$ cat src/hw/rtl/tae_pkg.sv
// Shared constants and a function for the tilt angle estimator.
package tae_pkg;

  localparam int ZW = 25;
  localparam logic signed [ZW-1:0] Z_HALF_TURN = 25'sd2949120;
  localparam logic signed [14:0] ANG_LIMIT = 15'sd11520;
  localparam logic [8:0] WEIGHT_RESET = 9'd13;
  localparam logic [8:0] WEIGHT_MAX = 9'd256;
  localparam logic REG_FILTER_WEIGHT = 1'b0;

  function automatic logic [19:0] atan_val(input logic [4:0] i);
    logic [19:0] v;
    unique case (i)
      5'd0: v = 20'd737280;
      5'd1: v = 20'd435242;
      5'd2: v = 20'd229970;
      5'd3: v = 20'd116736;
      5'd4: v = 20'd58595;
      5'd5: v = 20'd29326;
      5'd6: v = 20'd14667;
      5'd7: v = 20'd7334;
      5'd8: v = 20'd3667;
      5'd9: v = 20'd1833;
      5'd10: v = 20'd917;
      5'd11: v = 20'd458;
      5'd12: v = 20'd229;
      5'd13: v = 20'd115;
      5'd14: v = 20'd57;
      5'd15: v = 20'd29;
      5'd16: v = 20'd14;
      5'd17: v = 20'd7;
      5'd18: v = 20'd4;
      5'd19: v = 20'd2;
      5'd20: v = 20'd1;
      default: v = 20'd0;
    endcase
    return v;
  endfunction

endpackage

$ cat src/hw/rtl/tae_cordic_cell.sv
// One vectoring CORDIC iteration with its output register.
module tae_cordic_cell #(
  parameter int IDX = 0,
  parameter int W = 27
) (
  input  logic                      clk,
  input  logic                      rst_n,
  input  logic                      vld_i,
  input  logic signed [W-1:0]       x_i,
  input  logic signed [W-1:0]       y_i,
  input  logic signed [tae_pkg::ZW-1:0] z_i,
  output logic                      vld_o,
  output logic signed [W-1:0]       x_o,
  output logic signed [W-1:0]       y_o,
  output logic signed [tae_pkg::ZW-1:0] z_o
);

  logic signed [W-1:0] xs, ys, x_nxt, y_nxt;
  logic signed [tae_pkg::ZW-1:0] ang, z_nxt;
  logic vld_r;
  logic signed [W-1:0] x_r, y_r;
  logic signed [tae_pkg::ZW-1:0] z_r;

  always_comb begin
    xs = x_i >>> IDX;
    ys = y_i >>> IDX;
    ang = $signed({5'd0, tae_pkg::atan_val(5'(IDX))});
    if (!y_i[W-1]) begin
      x_nxt = x_i + ys;
      y_nxt = y_i - xs;
      z_nxt = z_i + ang;
    end else begin
      x_nxt = x_i - ys;
      y_nxt = y_i + xs;
      z_nxt = z_i - ang;
    end
  end

  always_ff @(posedge clk) begin
    if (!rst_n) begin
      vld_r <= 1'b0;
    end else begin
      vld_r <= vld_i;
    end
    x_r <= x_nxt;
    y_r <= y_nxt;
    z_r <= z_nxt;
  end

  assign vld_o = vld_r;
  assign x_o = x_r;
  assign y_o = y_r;
  assign z_o = z_r;

endmodule

$ cat config.mk
export PLATFORM = sky130hd
export DESIGN_NAME = tae_cordic_cell
export DESIGN_NICKNAME = d
export VERILOG_FILES = /design/src/hw/rtl/tae_pkg.sv /design/src/hw/rtl/tae_cordic_cell.sv
export SDC_FILE = /design/constraint.sdc
export NUM_CORES = 1
export LEC_CHECK = 0
export BUFFER_PORTS_ARGS = -buffer_cell sky130_fd_sc_hd__clkbuf_2
export CAP_MARGIN = 10
export CORE_MARGIN = 2
export CORE_UTILIZATION = 59
export DETAILED_ROUTE_END_ITERATION = 12
export GPL_TIMING_DRIVEN = 0
export PLACE_DENSITY = 0.91
export SLEW_MARGIN = 5
export SYNTH_ARGS = -nofsm -noshare
export SYNTH_HDL_FRONTEND = slang
export SYNTH_SLANG_ARGS = --single-unit
$ cat constraint.sdc
create_clock -name clk -period 3.9 [get_ports clk]
set_input_delay 0.195 -clock clk [delete_from_list [all_inputs] [get_ports clk]]
set_output_delay 0.195 -clock clk [all_outputs]
set_load 0.1 [all_outputs]
## Word-level counts from Yosys, hierarchy flattened

Cells that the tools add are included.

| cells by class | value |
|---|---|
| shift operators | 0 |
| multipliers | 0 |
| $lt $le $gt $ge | 0 |
| reduce and logical (&&, ||, !) cells | 0 |
| mux-type cells | 3 |
| bitwise gates (word level) | 0 |
| add/sub/neg operators | 5 |
| equal/unequal tests | 0 |
| div/mod/pow operators | 0 |

Operator list:

| cell | count |
|---|---|
| two-way mux 27 bit | 2 |
| subtractor 27 bit | 2 |
| adder 27 bit | 1 |
| adder 25 x 21 -> 25 bit (second input constant) | 1 |
| two-way mux 25 bit | 1 |
| subtractor 25 x 21 -> 25 bit (second input constant) | 1 |

| storage, ports and cells | value |
|---|---|
| latch bits | 0 |
| register bits after elaboration | 80 |
| input bits | 82 |
| ROM bits | 0 |
| memories kept | 0 |
| bits in writable memories | 0 |
| logic and storage cells | 12 |

## Longest topological paths before layout

Gate-level depths: netlist of the first run.

| logic depth | value |
|---|---|
| depth after elaboration | 2 |
| gate-level depth with buffers | 12 |
| gate-level depth less buffers | 11 |

## Worst setup path before layout of the first run

Ideal clock, no wire load.

| timing path | value |
|---|---|
| path type | input to register |
| from | input port x_i[0] |
| to | register y_r[14], in the netlist y_o[14] |
| stages on the path | 10 |
| path buffers | 0 |
| data arrival time | 2217 ps |
| required time | 3828 ps |
| setup slack | 1611 ps |
| cells stage by stage | ha_1 -> fa_1 -> nor2b_1 -> o21ai_1 -> a21oi_1 -> o31ai_4 -> o21ai_1 -> a211o_1 -> a21oi_1 -> xor2_1 |

| on the way | value |
|---|---|
| cells in the longest elaborated chain, start to end | 2 |
| elaborated cells on any way between the ends | 3 |

Ends and longest elaborated chain:

| what | line | text |
|---|---|---|
| start, declared | tae_cordic_cell.sv:9 | `input logic signed [W-1:0] x_i,` |
| subtractor 27 bit or adder 27 bit (tied branches) | tae_cordic_cell.sv:30, tae_cordic_cell.sv:34 |  |
| two-way mux 27 bit (*) | tae_cordic_cell.sv:28 | `if (!y_i[W-1]) begin` |
| net y_nxt[14] | tae_cordic_cell.sv:18 | `logic signed [W-1:0] xs, ys, x_nxt, y_nxt;` |
| end signal, assigned | tae_cordic_cell.sv:46 | `y_r <= y_nxt;` |
| end, declared | tae_cordic_cell.sv:21 | `logic signed [W-1:0] x_r, y_r;` |

The timed path passes the listed nets; every way through them passes the cells marked *.
A chain may end at the register's enable or synchronous reset.

## Worst setup path after layout of the first run

Ends and elaborated chain as after synthesis.

==> results of run 1 <==
[worst paths after layout]
kind / endpoint / startpoint / slack (ns)
max: y_o[14] / x_i[0] / 1.06
min: x_o[26] / x_i[26] / 0.04
[flip-flops by register name, indices dropped and copies added, names as in the netlist]
name   count
y_o       27
z_o       25
vld_o      1
x_o       26
[placed cells by master, fill, tap and decap left out, types with 4 or more instances in the layout]
| cell type | n |
|---|---|
| o21a_1 | 5 |
| dfxtp_1 | 79 |
| o22ai_1 | 5 |
| o2bb2ai_1 | 4 |
| fa_1 | 4 |
| o21ai_1 | 6 |
| a211o_1 | 8 |
| o211ai_1 | 4 |
| a211oi_1 | 14 |
| buf_1 | 6 |
| nor2_1 | 53 |
| buf_4 | 4 |
| buf_2 | 16 |
| nand2_1 | 40 |
| and2_1 | 6 |
| clkbuf_2 | 161 |
| o21ai_0 | 32 |
| clkbuf_1 | 12 |
| xnor2_1 | 45 |
| clkbuf_8 | 10 |
| o21bai_1 | 11 |
| inv_2 | 4 |
| xor2_1 | 13 |
| ha_1 | 87 |
| dlygate4sd3_1 | 14 |
| nand3_1 | 19 |
| nand2b_1 | 13 |
| a21o_1 | 22 |
| nor4_1 | 6 |
| mux2i_1 | 9 |
| nor2b_1 | 9 |
| nor3_1 | 16 |
| inv_1 | 81 |
| nand4_1 | 7 |
| a21oi_1 | 87 |
| o31ai_1 | 10 |
[stage by stage]
step | setup slack [ns] | hold slack (ns)
detailed placement | 0.863 | 0.299
finish | 1.06 | 0.0372
global route | 0.960 | 0.0423
global placement | 0.937 | 0.297
CTS | 1.21 | 0.0370
floorplan | 1.61 | 0.223
[report_power, final]
group,internal (mW),leakage [nW],switching (mW)
clock,0.320,0.104,0.337
sequential,0.969,0.667,0.0502
combinational,0.469,3.17,1.82
[layer usage]
| layer | global-route usage | share of wire | vias up | wire length [um] |
|---|---|---|---|---|
| met1 | 0.420 | 0.39 | 3158 | 8060 |
| met4 | 0.160 | 0.044 | 0 | 909 |
| li1 | - | - | 3199 | - |
| met2 | 0.541 | 0.43 | 477 | 8940 |
| met3 | 0.0907 | 0.13 | 77 | 2640 |
| met5 | 0 | 0 | - | 0 |
[critical path, cell delays in order]
cell and delay [ns]:
clkbuf_2 0.11, ha_1 0.23, fa_1 0.42, nor2b_1 0.17, o21ai_1 0.24, a21oi_1 0.19, o31ai_4 0.40, o21ai_1 0.31
a211o_1 0.41, a21oi_1 0.23, xor2_1 0.20
[layout make-up]
type	count	area, um^2	area share
Timing Repair Buffer	175	946	0.119
Sequential cell	79	1580	0.200
Clock buffer	11	141	0.0178
Multi-Input combinational cell	604	4490	0.567
Inverter	86	323	0.0407
Buffer	39	196	0.0248
Clock inverter	5	65.1	0.00821
Tap cell	140	175	0.0221
[cells by family after synthesis]
logic type      count (synthesis)  synth area share
compound gates                259             0.272
xor+xnor                       58            0.0770
fa+ha+maj                      91             0.177
buf+inv                       125            0.0787
flops                          79             0.240
mux                             9            0.0137
simple gates                  187             0.142
==> impl_metrics.toml, run 1 <==
[timing]
final.min_clock_period_ns = 2.84
hold_viol_final = 0
rsz0062_at_grt = "no"
fin_setup_tns_ns = 0
fmax_mhz = 352
tightestPinTransition_ns = 0.775
fin_crit_sh = 0.729
setup_viol = 0
max-slew-margin-rel = 0.477
drv_slew = 0

[placed_design]
placed_cell_area_um2 = 7580
place_congestion = 0.977
port_buffers = 161
dp_hpwl_mm = 15.4
placed_cells = 1109

[die]
io_pins = 162
core_um2 = 10900
dieArea_um2 = 12000
die_w_um = 110
initial_core_util = 0.606
die_y_um = 110
row_count = 38

[yosys]
syn_area_um2 = 6600
synth_top_cell_area_share = 0.240
synth.largest_area_cell = "dfxtp_1"
ys_types = 77
syn_inst = 808
synthArstFlopShare = 0
synthFlopType = "dfxtp_1"
ys_ff_latch = 79
synth_edf_count = 0
yosysWarnings = 0
ys_seq_area_frac = 0.240
syn_area_per_cell_um2 = 8.16
syn_nets = 981
synth_area_leaders = "dfxtp_1, ha_1, a21oi_1"
synth_commonest_cells = "a21oi_1, ha_1, inv_1"

[detailed_routing]
routed_via_density = 6.07
ant_nets = 0
via_count = 6911
route.detailed.drc = 0
wl_mm = 20.6
post_drt_wl_per_cell_um = 18.0
drt_iter0_drc = 833
firstDrtPassIters = 6

[outcome]
status = "finished clean"

[layout]
post-route-util = 0.728
drive_above_1_share = 0.230
n_antenna_cell = 0
fillCellCount = 881
final_area_um2 = 7920
fin_cells = 1139
fin_nets = 1167
layout-area-overhead-vs-synth_pct = 20.1

[setup_path]
critical_path_class = "in2reg"
required_ns = 4.17
cp.arrival_ns = 3.11
cp_max_fo = 6
start_kind = "input port"
cp-end-kind = "flop"

[min_path]
min_path_type = "in2reg"
min_path_cells = 2

[clock_network]
cts_sinks = 79
ctsHoldBuffers = 14
cts_root_buf = "clkbuf_8"
cts_buffers = 9
cts_tree = "done"
clk_pin_slew_ns = 0.10
cts_setup_buffers = 0
post_cts_resized = 0
cts_max_level = 3
clk_path_buf_depth = 2

[run]
cap_violations = 0

[pwr]
irDropWorstVdd_uv = 432
leakagePower_nw = 3.94
power_density_nw_per_um2 = 501
total_power_mw = 3.97

[grt]
grt_max_degree = 15
first_global_vias = 6477
track_usage = 0.338
overflow = 0
antenna_found_initial = 0
grt_pass1_wl_mm = 31.6
No activity file was read; power rests on OpenSTA's default activity.
==> run 2: changes to the inputs <==
--- a/config.mk
+++ b/config.mk
@@ -8,10 +8,10 @@
 export BUFFER_PORTS_ARGS = -buffer_cell sky130_fd_sc_hd__clkbuf_2
 export CAP_MARGIN = 10
 export CORE_MARGIN = 2
-export CORE_UTILIZATION = 59
+export CORE_UTILIZATION = 55
 export DETAILED_ROUTE_END_ITERATION = 12
 export GPL_TIMING_DRIVEN = 0
-export PLACE_DENSITY = 0.91
+export PLACE_DENSITY = 0.86
 export SLEW_MARGIN = 5
 export SYNTH_ARGS = -nofsm -noshare
 export SYNTH_HDL_FRONTEND = slang
==> constraint.sdc (replaced) <==
create_clock -name clk -period 2.7 [get_ports clk]
set_input_delay 0.135 -clock clk [delete_from_list [all_inputs] [get_ports clk]]
set_output_delay 0.135 -clock clk [all_outputs]
set_load 0.1 [all_outputs]
==> impl_metrics.toml, run 2 (synthesized netlist as in run 1, its figures left out) <==
[detailed_routing]
wl_mm = 20.0
drt_iter0_drc = 666
firstDrtPassIters = 5
routed_via_density = 5.91
post_drt_wl_per_cell_um = 17.5
route.detailed.drc = 0
ant_nets = 0
via_count = 6745

[pwr]
power_density_nw_per_um2 = 745
irDropWorstVdd_uv = 448
leakagePower_nw = 3.98

[clock_network]
cts_setup_buffers = 0
clk_path_buf_depth = 2
cts_buffers = 9
clk_pin_slew_ns = 0.06
cts_sinks = 79
cts_tree = "done"
cts_root_buf = "clkbuf_16"
cts_max_level = 3

[grt]
first_global_vias = 6287
track_usage = 0.304
met3_usage = 0.0654
use_met1 = 0.406
overflow = 0
grt_pass1_wl_mm = 31.3
busiest_layer = "met2"
grt_max_degree = 15
antenna_found_initial = 0
groute.layer.met2.usage = 0.489

[run]
cap_violations = 0

[setup_path]
cp_max_fo = 6
crit_chain = "clkbuf_2 > ha_1 > fa_1 > nor2b_1 > o21ai_1 > a21oi_1 > o31ai_4 > o21ai_2 > a211o_1 > a21oi_1 > xor2_1"
cp_common_cell = "a21oi_1"
cp.arrival_ns = 2.92
critical_path_class = "in2reg"
max_stage_delay_ns = 0.43
cp_top_family = "compound AO/OA/AOI/OAI gates"
required_ns = 2.95
start_kind = "input port"
cpMaxStageDelayCell = "fa_1"
path_buf_inv = 1
cp-end-kind = "flop"

[layout]
layout-area-overhead-vs-synth_pct = 21.8
most-common-layout-cells = "clkbuf_2, ha_1, a21oi_1"
post-route-util = 0.695
drive_above_1_share = 0.233
fin_nets = 1167
fin_cells = 1142
n_antenna_cell = 0
largest_reg_flops = 27
final_common_cell = "clkbuf_2"

[timing]
rsz0062_at_grt = "yes"
whs_ns = 0.0114
drv_slew = 0
fin_crit_sh = 0.988
max-slew-margin-rel = 0.398
hold_viol_final = 0
setup_viol = 0
fmax_mhz = 375
final.min_clock_period_ns = 2.67
layout_setup_ws_ns = 0.0329
tightestPinTransition_ns = 0.895

[placed_design]
place_congestion = 0.996
port_buffers = 161
dp_hpwl_mm = 15.7
pre_cts_ws_ns = -0.358
placed_cells = 1112

[die]
io_pins = 162
dieArea_um2 = 12900
die_y_um = 114
core_um2 = 11600
die_w_um = 114
row_count = 39
initial_core_util = 0.570

[outcome]
status = "finished clean"

[min_path]
min_path_type = "in2reg"
run 2: per-stage QoR:
step | power, mW | setup TNS (ns) | instance area (um^2)
2_1_floorplan | 4.13 | 0 | 6600
3_3_place_gp | 4.70 | -2.81 | 7580
3_5_place_dp | 4.73 | -2.78 | 7580
4_1_cts | 5.94 | 0 | 8020
5_1_grt | 6.22 | -0.0642 | 8030
6_report | 5.98 | 0 | 8030
run 2: power breakdown:
group          switching (mW)  internal (mW)
clock network           0.484          0.721
registers              0.0612           1.40
logic                    2.64          0.680
total                    3.18           2.80
run 2: final timing paths:
path / slack (ns) / start / endpoint / cells past startpoint
setup / recovery: 0.03 / x_i[0] / y_o[14] / 11
hold / removal: 0.01 / rst_n / vld_o / 2
run 2: final cells by class:
class	instances	area, um^2
inverters	86	323
repair buffers	175	946
multi-input cells	604	4510
well taps	143	179
flip-flops and latches	79	1580
plain buffers	39	199
clock buffers	10	229
fillers	957	3530
clock inverters	6	68.8
run 2: repair_timing:
| item | CTS | global route |
|---|---|---|
| hold buffers | 14 | 0 |
| resized for setup | 2 | 3 |
| hold endpoints to repair | 14 | 0 |
| endpoints found under the setup margin | 3 | 11 |
run 2: metal layers:
metal / wire [um] / vias up
li1: - / 3200
met1: 8370 / 3093
met2: 8900 / 397
met3: 2230 / 55
met4: 534 / 0
met5: 0 / -
==> run 3: changes to the inputs <==
--- a/config.mk
+++ b/config.mk
@@ -11,7 +11,7 @@
 export CORE_UTILIZATION = 55
 export DETAILED_ROUTE_END_ITERATION = 12
 export GPL_TIMING_DRIVEN = 0
-export PLACE_DENSITY = 0.86
+export PLACE_DENSITY = 0.82
 export SLEW_MARGIN = 5
 export SYNTH_ARGS = -nofsm -noshare
 export SYNTH_HDL_FRONTEND = slang
==> impl_metrics.toml, run 3 (synthesized netlist as in run 1, its figures left out) <==
[die]
dieArea_um2 = 12900
core_um2 = 11600
row_count = 39
io_pins = 162
initial_core_util = 0.570
die_y_um = 114
die_w_um = 114

[timing]
final.min_clock_period_ns = 2.59
max-slew-margin-rel = 0.462
drv_slew = 0
setup_viol = 0
fmax_mhz = 386
hold_viol_final = 0
fin_crit_sh = 0.959
rsz0062_at_grt = "no"
tightestPinTransition_ns = 0.801

[grt]
overflow = 0
grt_max_degree = 14
first_global_vias = 6249
antenna_found_initial = 0
track_usage = 0.302
grt_pass1_wl_mm = 31.0

[setup_path]
cp.arrival_ns = 2.80
cp_common_cell = "a21oi_1"
critical_path_class = "in2reg"
cp_num_cells = 11
max_stage_delay_ns = 0.42
critPathLaunch = "x_i[0]"
cpMaxStageDelayCell = "fa_1"
path_buf_inv = 1
crit_chain = "clkbuf_2 > ha_1 > fa_1 > nor2b_1 > o21ai_1 > a21oi_1 > o31ai_4 > o21ai_2 > a21oi_1 > mux2i_1 > xnor2_1"
required_ns = 2.91
cp_max_fo = 6
start_kind = "input port"
cp-end-kind = "flop"
cp_top_family = "compound AO/OA/AOI/OAI gates"
crit_end = "y_o[16]"

[detailed_routing]
route.detailed.drc = 0
via_count = 6754
wl_mm = 20.0
drt_iter0_drc = 688
post_drt_wl_per_cell_um = 17.5
firstDrtPassIters = 5
routed_via_density = 5.90
ant_nets = 0

[min_path]
min_path_type = "in2reg"

[placed_design]
port_buffers = 161
placed_cells = 1112
dp_hpwl_mm = 15.6
placed_cell_area_um2 = 7580
place_congestion = 0.993

[pwr]
irDropWorstVdd_uv = 428
total_power_mw = 6.06
power_density_nw_per_um2 = 752
leakagePower_nw = 4.00

[layout]
final_area_um2 = 8060
layout-area-overhead-vs-synth_pct = 22.3
drive_above_1_share = 0.234
post-route-util = 0.697
fin_cells = 1144
most-common-layout-cells = "clkbuf_2, a21oi_1, ha_1"
fin_nets = 1169
final_common_cell = "clkbuf_2"
largest_reg_flops = 27
n_antenna_cell = 0

[clock_network]
clk_pin_slew_ns = 0.06
cts_buffers = 9
cts_root_buf = "clkbuf_16"
cts_sinks = 79
cts_tree = "done"
cts_max_level = 3
clk_path_buf_depth = 2

[run]
cap_violations = 0

[outcome]
status = "finished clean"
run 3: worst min path at each step:
| stage | start | end | slack [ns] | depth (start not counted) |
|---|---|---|---|---|
| 2_1_floorplan | z_i[0] | z_o[0] | 0.16 | 0 |
| 3_3_place_gp | z_i[12] | z_o[12] | 0.24 | 1 |
| 3_5_place_dp | z_i[6] | z_o[6] | 0.24 | 1 |
| 4_1_cts | z_i[14] | z_o[14] | 0.02 | 2 |
| 5_1_grt | rst_n | vld_o | 0.01 | 2 |
| 6_report | rst_n | vld_o | 0.03 | 2 |
run 3: stage by stage:
step	worst slack [ns]	TNS, ns	hold slack, ns
finish	0.111	0	0.0258
detailed placement	-0.418	-3.37	0.239
floorplan	0.471	0	0.163
CTS	0.0332	0	0.0170
global route	0.0154	0	0.0137
global placement	-0.372	-2.88	0.237
run 3: layer usage:
metal | track usage | up-vias | wire length, um
met2 | 0.477 | 393 | 8760
met3 | 0.0659 | 54 | 2170
met5 | 0 | - | 0
met4 | 0.119 | 0 | 616
li1 | - | 3216 | -
met1 | 0.403 | 3091 | 8500
run 3: what timing repair did:
| action | 4_1_cts | 5_1_grt |
|---|---|---|
| hold buffers | 14 | 0 |
| cloned | 0 | 0 |
| resized for setup | 2 | 1 |
| setup endpoints to repair | 4 | 3 |
| pin swaps | 0 | 1 |
| endpoints found under the hold margin | 14 | 0 |
| setup buffers | 0 | 2 |
run 3: area by class of cell:
type                       count  area [um^2]
multi-input combinational    604         4500
fill                         959         3500
sequential                    79         1580
timing repair buffer         177          961
inverter                      86          323
clock buffer                  13          270
buffer                        39          196
tap                          143          179
clock inverter                 3         47.5
run 3: where the power goes:
part           internal, mW  switching [mW]  total (mW)
registers              1.40          0.0671        1.47
logic                 0.683            2.64        3.32
clock network         0.799           0.474        1.27
total                  2.88            3.18        6.06
